$ cat config.mk
export PLATFORM = sky130hd
export DESIGN_NAME = sorted_key_list
export DESIGN_NICKNAME = d
export VERILOG_FILES = /design/src/hw/rtl/skl_pkg.sv /design/src/hw/rtl/sorted_key_list.sv /design/src/hw/rtl/skl_datapath.sv /design/src/hw/rtl/skl_ctrl.sv
export SDC_FILE = /design/constraint.sdc
export NUM_CORES = 2
export LEC_CHECK = 0
export BUFFER_PORTS_ARGS = -buffer_cell sky130_fd_sc_hd__buf_2
export CORE_ASPECT_RATIO = 1.75
export CORE_MARGIN = 2
export CORE_UTILIZATION = 30
export DETAILED_ROUTE_END_ITERATION = 12
export HOLD_SLACK_MARGIN = 0.05
export PLACE_DENSITY = 0.43
export RECOVER_POWER = 25
export SYNTH_ARGS = -nofsm -noshare
export SYNTH_HDL_FRONTEND = slang
export SYNTH_HIERARCHICAL = 1
export SYNTH_SLANG_ARGS = --single-unit
$ cat constraint.sdc
create_clock -name clk -period 10.3 [get_ports clk]
set_clock_uncertainty 0.1 [all_clocks]
set_input_delay 2.06 -clock clk [delete_from_list [all_inputs] [get_ports clk]]
set_output_delay 2.06 -clock clk [all_outputs]
set_load 0.005 [all_outputs]
$ cat src/hw/rtl/skl_pkg.sv
// Shared types, codes and command/status structs for the sorted key list.
// No dependencies; imported by every module of the block.
package skl_pkg;

  localparam int SKL_DEPTH = 32;

  localparam logic [1:0] OP_INSERT = 2'd0;
  localparam logic [1:0] OP_REMOVE = 2'd1;
  localparam logic [1:0] OP_LIST   = 2'd2;
  localparam logic [1:0] OP_NONE   = 2'd3;

  localparam logic [1:0] ST_OK        = 2'd0;
  localparam logic [1:0] ST_NOT_FOUND = 2'd1;
  localparam logic [1:0] ST_FULL      = 2'd2;
  localparam logic [1:0] ST_EMPTY     = 2'd3;

  typedef struct packed {
    logic [1:0]  operation;
    logic [15:0] key;
    logic [15:0] handle;
  } item_t;

  typedef struct packed {
    logic [1:0]  status;
    logic [15:0] entry_key;
    logic [15:0] entry_handle;
    logic        last;
  } result_t;

  typedef struct packed {
    logic [15:0] key;
    logic [15:0] handle;
  } entry_t;

  // read address: one below, at, or one above the index
  typedef enum logic [1:0] {RA_DEC, RA_IDX, RA_INC} ra_sel_t;
  // write data: new entry from the item, or the entry just read
  typedef enum logic {WD_NEW, WD_READ} wd_sel_t;
  // result source
  typedef enum logic [2:0] {EM_ITEM, EM_MISS, EM_HOLD, EM_READ, EM_ZERO} em_sel_t;

  typedef struct packed {
    logic       load;
    logic       rd;
    ra_sel_t    ra;
    logic       wr;
    wd_sel_t    wd;
    logic       idx_inc;
    logic       idx_dec;
    logic       cnt_inc;
    logic       cnt_dec;
    logic       hold;
    logic       emit;
    em_sel_t    em;
    logic [1:0] em_status;
    logic       em_last;
  } dp_cmd_t;

  typedef struct packed {
    logic full;
    logic empty;
    logic idx_zero;
    logic idx_end;
    logic idx_last;
    logic rd_ge;
    logic rd_eq;
    logic out_free;
  } dp_stat_t;

endpackage

$ cat src/hw/rtl/sorted_key_list.sv
// Top level of the sorted key list: joins controller and datapath.
// Depends on skl_pkg, skl_ctrl and skl_datapath.
//
//   channel  | direction | payload  | handshake
//   in_      | input     | item_t   | in_valid / in_stall
//   out_     | output    | result_t | out_valid / out_stall
//
// One item at a time. Each memory step is a read, then a compare or a
// write back. Insert shifts larger entries up, remove searches for the key
// and shifts the entries above it down, list emits one result per entry.
// Reset clears the fill count, index and result valid; the memory is not
// cleared. A stalled result holds its register and the next step waits.
module sorted_key_list import skl_pkg::*; #(
  parameter int DEPTH = SKL_DEPTH
) (
  input  logic    clk,
  input  logic    rst_n,
  input  logic    in_valid,
  output logic    in_stall,
  input  item_t   in_data,
  output logic    out_valid,
  input  logic    out_stall,
  output result_t out_data
);

  dp_cmd_t  cmd;
  dp_stat_t stat;

  skl_ctrl u_ctrl (
    .clk      (clk),
    .rst_n    (rst_n),
    .in_valid (in_valid),
    .in_op    (in_data.operation),
    .in_stall (in_stall),
    .stat     (stat),
    .cmd      (cmd)
  );

  skl_datapath #(
    .DEPTH (DEPTH)
  ) u_datapath (
    .clk       (clk),
    .rst_n     (rst_n),
    .in_data   (in_data),
    .cmd       (cmd),
    .stat      (stat),
    .out_valid (out_valid),
    .out_stall (out_stall),
    .out_data  (out_data)
  );

endmodule

$ cat src/hw/rtl/skl_datapath.sv
// Datapath of the sorted key list: entry memory, index and fill count,
// item latch and result register. Depends on skl_pkg; driven by skl_ctrl.
module skl_datapath import skl_pkg::*; #(
  parameter int DEPTH = SKL_DEPTH
) (
  input  logic     clk,
  input  logic     rst_n,
  input  item_t    in_data,
  input  dp_cmd_t  cmd,
  output dp_stat_t stat,
  output logic     out_valid,
  input  logic     out_stall,
  output result_t  out_data
);

  localparam int AW = (DEPTH > 1) ? $clog2(DEPTH) : 1;
  localparam int CW = $clog2(DEPTH + 1);

  entry_t         mem_r [DEPTH];
  entry_t         rdata_r;
  entry_t         hold_r;
  item_t          item_r;
  logic [CW-1:0]  idx_r;
  logic [CW-1:0]  count_r;
  logic [CW-1:0]  idx_p1;
  logic [CW-1:0]  idx_m1;
  logic [AW-1:0]  raddr;
  entry_t         wdata;
  logic           out_valid_r;
  result_t        out_data_r;
  result_t        res_nxt;

  assign idx_p1 = idx_r + CW'(1);
  assign idx_m1 = idx_r - CW'(1);

  always_comb begin
    case (cmd.ra)
      RA_DEC:  raddr = idx_m1[AW-1:0];
      RA_INC:  raddr = idx_p1[AW-1:0];
      default: raddr = idx_r[AW-1:0];
    endcase
  end

  assign wdata = (cmd.wd == WD_NEW) ? entry_t'{key: item_r.key, handle: item_r.handle}
                                    : rdata_r;

  always_comb begin
    res_nxt.status = cmd.em_status;
    res_nxt.last   = cmd.em_last;
    case (cmd.em)
      EM_ITEM: begin
        res_nxt.entry_key    = item_r.key;
        res_nxt.entry_handle = item_r.handle;
      end
      EM_MISS: begin
        res_nxt.entry_key    = item_r.key;
        res_nxt.entry_handle = '0;
      end
      EM_HOLD: begin
        res_nxt.entry_key    = hold_r.key;
        res_nxt.entry_handle = hold_r.handle;
      end
      EM_READ: begin
        res_nxt.entry_key    = rdata_r.key;
        res_nxt.entry_handle = rdata_r.handle;
      end
      default: begin
        res_nxt.entry_key    = '0;
        res_nxt.entry_handle = '0;
      end
    endcase
  end

  // memory: one write and one registered read per cycle
  always_ff @(posedge clk) begin
    if (cmd.wr) begin
      mem_r[idx_r[AW-1:0]] <= wdata;
    end
    if (cmd.rd) begin
      rdata_r <= mem_r[raddr];
    end
    if (cmd.hold) begin
      hold_r <= rdata_r;
    end
    if (cmd.load) begin
      item_r <= in_data;
    end
    if (cmd.emit) begin
      out_data_r <= res_nxt;
    end
  end

  always_ff @(posedge clk) begin
    if (!rst_n) begin
      idx_r       <= '0;
      count_r     <= '0;
      out_valid_r <= 1'b0;
    end else begin
      if (cmd.load) begin
        // insert walks down from the top, the others walk up from zero
        idx_r <= (in_data.operation == OP_INSERT) ? count_r : '0;
      end else if (cmd.idx_dec) begin
        idx_r <= idx_m1;
      end else if (cmd.idx_inc) begin
        idx_r <= idx_p1;
      end
      if (cmd.cnt_inc) begin
        count_r <= count_r + CW'(1);
      end else if (cmd.cnt_dec) begin
        count_r <= count_r - CW'(1);
      end
      if (cmd.emit) begin
        out_valid_r <= 1'b1;
      end else if (!out_stall) begin
        out_valid_r <= 1'b0;
      end
    end
  end

  assign stat.full     = (count_r == CW'(DEPTH));
  assign stat.empty    = (count_r == '0);
  assign stat.idx_zero = (idx_r == '0);
  assign stat.idx_end  = (idx_r == count_r);
  assign stat.idx_last = (idx_p1 == count_r);
  assign stat.rd_ge    = (rdata_r.key >= item_r.key);
  assign stat.rd_eq    = (rdata_r.key == item_r.key);
  assign stat.out_free = !out_valid_r || !out_stall;

  assign out_valid = out_valid_r;
  assign out_data  = out_data_r;

endmodule

$ cat src/hw/rtl/skl_ctrl.sv
// Controller of the sorted key list: sequences search, shift and result
// steps for each item. Depends on skl_pkg; commands skl_datapath.
module skl_ctrl import skl_pkg::*; (
  input  logic     clk,
  input  logic     rst_n,
  input  logic     in_valid,
  input  logic [1:0] in_op,
  output logic     in_stall,
  input  dp_stat_t stat,
  output dp_cmd_t  cmd
);

  typedef enum logic [3:0] {
    S_IDLE, S_INS_STEP, S_INS_CHK, S_INS_DONE, S_INS_FULL,
    S_REM_RD, S_REM_CHK, S_REM_SH_RD, S_REM_SH_WR, S_REM_DONE, S_REM_NONE,
    S_LST_RD, S_LST_OUT, S_LST_EMPTY
  } state_t;

  state_t state_r, state_nxt;

  always_comb begin
    state_nxt = state_r;
    cmd       = '0;
    case (state_r)
      S_IDLE: begin
        if (in_valid) begin
          cmd.load = 1'b1;
          case (in_op)
            OP_INSERT: state_nxt = S_INS_STEP;
            OP_REMOVE: state_nxt = S_REM_RD;
            OP_LIST:   state_nxt = S_LST_RD;
            default:   state_nxt = S_IDLE;
          endcase
        end
      end
      S_INS_STEP: begin
        if (stat.full) begin
          state_nxt = S_INS_FULL;
        end else if (stat.idx_zero) begin
          cmd.wr      = 1'b1;
          cmd.wd      = WD_NEW;
          cmd.cnt_inc = 1'b1;
          state_nxt   = S_INS_DONE;
        end else begin
          cmd.rd    = 1'b1;
          cmd.ra    = RA_DEC;
          state_nxt = S_INS_CHK;
        end
      end
      S_INS_CHK: begin
        cmd.wr = 1'b1;
        if (stat.rd_ge) begin
          // move the larger entry up one slot and keep walking down
          cmd.wd      = WD_READ;
          cmd.idx_dec = 1'b1;
          state_nxt   = S_INS_STEP;
        end else begin
          cmd.wd      = WD_NEW;
          cmd.cnt_inc = 1'b1;
          state_nxt   = S_INS_DONE;
        end
      end
      S_INS_DONE, S_INS_FULL: begin
        if (stat.out_free) begin
          cmd.emit      = 1'b1;
          cmd.em        = EM_ITEM;
          cmd.em_status = (state_r == S_INS_FULL) ? ST_FULL : ST_OK;
          cmd.em_last   = 1'b1;
          state_nxt     = S_IDLE;
        end
      end
      S_REM_RD: begin
        if (stat.idx_end) begin
          state_nxt = S_REM_NONE;
        end else begin
          cmd.rd    = 1'b1;
          cmd.ra    = RA_IDX;
          state_nxt = S_REM_CHK;
        end
      end
      S_REM_CHK: begin
        if (stat.rd_eq) begin
          cmd.hold  = 1'b1;
          state_nxt = S_REM_SH_RD;
        end else begin
          cmd.idx_inc = 1'b1;
          state_nxt   = S_REM_RD;
        end
      end
      S_REM_SH_RD: begin
        if (stat.idx_last) begin
          cmd.cnt_dec = 1'b1;
          state_nxt   = S_REM_DONE;
        end else begin
          cmd.rd    = 1'b1;
          cmd.ra    = RA_INC;
          state_nxt = S_REM_SH_WR;
        end
      end
      S_REM_SH_WR: begin
        cmd.wr      = 1'b1;
        cmd.wd      = WD_READ;
        cmd.idx_inc = 1'b1;
        state_nxt   = S_REM_SH_RD;
      end
      S_REM_DONE, S_REM_NONE: begin
        if (stat.out_free) begin
          cmd.emit      = 1'b1;
          cmd.em        = (state_r == S_REM_DONE) ? EM_HOLD : EM_MISS;
          cmd.em_status = (state_r == S_REM_DONE) ? ST_OK : ST_NOT_FOUND;
          cmd.em_last   = 1'b1;
          state_nxt     = S_IDLE;
        end
      end
      S_LST_RD: begin
        if (stat.empty) begin
          state_nxt = S_LST_EMPTY;
        end else begin
          cmd.rd    = 1'b1;
          cmd.ra    = RA_IDX;
          state_nxt = S_LST_OUT;
        end
      end
      S_LST_OUT: begin
        // hold the read entry until the result register frees up
        if (stat.out_free) begin
          cmd.emit      = 1'b1;
          cmd.em        = EM_READ;
          cmd.em_status = ST_OK;
          cmd.em_last   = stat.idx_last;
          cmd.idx_inc   = !stat.idx_last;
          state_nxt     = stat.idx_last ? S_IDLE : S_LST_RD;
        end
      end
      S_LST_EMPTY: begin
        if (stat.out_free) begin
          cmd.emit      = 1'b1;
          cmd.em        = EM_ZERO;
          cmd.em_status = ST_EMPTY;
          cmd.em_last   = 1'b1;
          state_nxt     = S_IDLE;
        end
      end
      default: state_nxt = S_IDLE;
    endcase
  end

  always_ff @(posedge clk) begin
    if (!rst_n) begin
      state_r <= S_IDLE;
    end else begin
      state_r <= state_nxt;
    end
  end

  assign in_stall = (state_r != S_IDLE);

endmodule

==> run_results.csv <==
group,metric,value,unit
detailed_routing,ant_nets,0,
clocking,cts_buffer_depth,3,
cells_and_area,area_delta_synth_final,13.2,%
clocking,hold_buffers,0,
status,violations,"capacitance limit, slew limit",
cells_and_area,final_layout_size_suffix_gt1_share,21.9,%
sta,setup_viol,0,
setup_path,endpoint_kind,"flop",
synth,synth-edff-count,1155,
min_path,hold_start,"u_datapath/rdata_r[13]$_DFFE_PP_",
sta,rsz0062_at_grt,"false",
flow_run,drv_cap,29,
detailed_routing,vias,22941,
cells_and_area,num-nets-final,2536,
detailed_routing,drc,0,
setup_path,regToRegEndpoint,"u_datapath/mem_r[12][25]$_DFFE_PP_",
synth,syn_inst,2367,
synth,ys_ff_latch,1172,
cells_and_area,most-common-layout-cells,"edfxtp_1 (1,155), mux2i_1 (341), mux4_2 (192), clkbuf_16 (106), nor2_1 (64)",
detailed_routing,via_per_inst,4.99,
clocking,cts-resized-gates,0,
global_route,overflow,0,
place,dpl.hpwl,70.6,mm
min_path,whs_endpoint,"u_datapath/hold_r[13]$_DFFE_PP_",
place,portBuffers,74,
die,fp.dieArea,0.161,mm²
synth,syn-num-nets,2431,
die,die_width,304,µm
detailed_routing,wire_per_inst,28.9,µm
pwr,ir_drop,0.000384,V
clocking,htreeDepth,3,
pwr,power.leakage,16.5,nW
status,status,"finished with violations",
min_path,hold_class,"reg2reg",
global_route,grt_pass1_wl,185,mm
detailed_routing,routed_wl,133,mm
clocking,cts_buffers,104,
cells_and_area,final-instance-count-excl-fill,4597,
global_route,grt_max_degree,121,
place,gp_congestion,0.750,
sta,holdWs,0.379,ns
setup_path,criticalPathCategory,"reg2reg",
synth,async_reset_ff_share,0,%
detailed_routing,drt_iter0_drc,1770,
global_route,grt_pass1_vias,24056,
sta,slew_violations,783,
cells_and_area,final_area,0.0536,mm²
pwr,p_per_area,304,mW/mm²
synth,syn_avg_cell_area,20.0,µm²
synth,yosysWarnings,6,
sta,relSlewSlack,-153,%
sta,worst_slew_pin_slew,3.80,ns
synth,synth_cell_types,81,
clocking,clk_latency,0.73,ns
synth,synthFlopType,"edfxtp_1",
die,start_util,30.3,%
setup_path,reg2reg_depth,8,
detailed_routing,dr.pass1.iters,4,
clocking,cts_tree,"done",
global_route,antenna_found_initial,2,
clocking,root_buffer,"clkbuf_16",
die,die_h,529,µm
sta,final.setup.tns,0,ns
setup_path,r2r_start,"u_datapath/idx_r[2]$_SDFFE_PN0P_",
setup_path,startpoint_type,"flop",
clocking,cts.sinks,1172,
setup_path,required,10.42,ns
min_path,whs_path_depth,0,
sta,finalCritPeriodShare,63.1,%
clocking,cts_setup_buffers,0,
global_route,track_usage,16.4,%
synth,netlist_area,0.0473,mm²
clocking,clk_pin_slew_worst_paths,0.07,ns
setup_path,regToRegSetupSlack,3.80,ns
sta,period_needed,6.50,ns
sta,hold_viol,0,
place,postPlaceCellArea,0.0504,mm²
die,ios,75,
synth,ys_seq_area_share,74.0,%
place,dp_cells,4403,
die,rows,192,
die,core,0.156,mm²
cells_and_area,layout_commonest_cell,"edfxtp_1",
setup_path,crit_arrival,6.62,ns
sta,max_freq,0.154,GHz
setup_path,crit_fanout,32,
## stage by stage
step                setup WS (ns)  power, mW  util, %
floorplan                    4.85       10.7        -
global placement             4.07       12.5     32.3
detailed placement           3.83       12.6     32.3
CTS                          3.86       16.5     34.4
global route                 3.40       17.0     34.3
finish                       3.80       16.3     34.3
## worst max path at each step
| stage | slack, ns | end | start |
|---|---|---|---|
| after floorplan | 4.85 | u_datapath/out_data[0]$_DFFE_PP_ | out_stall |
| after global placement | 4.07 | u_datapath/rdata_r[17]$_DFFE_PP_ | u_datapath/idx_r[0]$_SDFFE_PN0P_ |
| after detailed placement | 3.83 | u_datapath/rdata_r[17]$_DFFE_PP_ | u_datapath/idx_r[0]$_SDFFE_PN0P_ |
| after CTS | 3.86 | u_datapath/rdata_r[17]$_DFFE_PP_ | u_datapath/idx_r[0]$_SDFFE_PN0P_ |
| after global routing | 3.40 | u_datapath/rdata_r[22]$_DFFE_PP_ | u_datapath/idx_r[0]$_SDFFE_PN0P_ |
| final | 3.80 | u_datapath/mem_r[12][25]$_DFFE_PP_ | u_datapath/idx_r[2]$_SDFFE_PN0P_ |
## cell usage after synthesis, types with 7 or more instances
| cell type | instances | area share, % |
|---|---|---|
| a211oi_1 | 18 | 0.29 |
| a21oi_1 | 19 | 0.20 |
| a221oi_2 | 32 | 1.0 |
| a22o_1 | 33 | 0.61 |
| a22oi_1 | 16 | 0.25 |
| buf_1 | 7 | 0.056 |
| buf_2 | 45 | 0.48 |
| buf_4 | 21 | 0.33 |
| clkbuf_1 | 53 | 0.42 |
| dfxtp_1 | 17 | 0.72 |
| edfxtp_1 | 1155 | 73 |
| ha_1 | 25 | 0.66 |
| inv_1 | 25 | 0.20 |
| mux2_2 | 33 | 0.79 |
| mux2i_1 | 341 | 7.2 |
| mux4_2 | 192 | 9.1 |
| nand2_1 | 42 | 0.33 |
| nor2_1 | 88 | 0.70 |
| nor2b_1 | 9 | 0.12 |
| nor3_1 | 16 | 0.17 |
| nor3b_1 | 9 | 0.14 |
| o21ai_0 | 27 | 0.29 |
| xnor2_1 | 18 | 0.33 |
| xor2_1 | 11 | 0.20 |
## sequential cells by signal, indices dropped and copies added, names as in the netlist
signal and flops:
u_datapath/out_data 35, u_ctrl/state_r 4, u_datapath/hold_r 32, u_datapath/out_valid 1, u_datapath/mem_r 1024, u_datapath/count_r 6, u_datapath/rdata_r 32, u_datapath/idx_r 6
u_datapath/item_r 32
## kinds of logic after synthesis
family / after synthesis / synth area share, %
compound gates: 190 / 3.50
xor+xnor: 30 / 0.571
fa+ha+maj: 26 / 0.703
buf+inv: 162 / 1.70
flops: 1172 / 74.0
mux: 566 / 17.1
simple gates: 221 / 2.36
## critical path, stage by stage, from the launching register on
cell	delay, ns
dfxtp_1	0.56
or3_1	0.68
nor3b_1	0.47
nand4bb_1	0.19
a2bb2oi_1	0.18
nor2_1	0.31
nand2_1	0.54
nor2_4	0.23
clkbuf_1	2.64
## cell type report
type,instances,area (µm²)
inverters,27,101
multi-input cells,1033,11800
well taps,2037,2550
repair buffers,134,797
diodes,1,2.50
flip-flops and latches,1172,35000
clock buffers,128,2750
fillers,14668,103000
clock inverters,65,596
## power breakdown
group	leakage [nW]	internal [mW]	switching, mW
Sequential	10.6	6.38	0.252
Clock	1.61	2.12	1.78
Combinational	4.32	2.32	3.43
Total	16.5	10.8	5.46
## routing by layer
metal  track usage, %  routed length (µm)
met1             18.6               50700
met2             31.7               74100
met3             1.95                4480
met4             5.44                3750
met5                0                   0
Note: power is estimated with default switching activity, not from simulation.
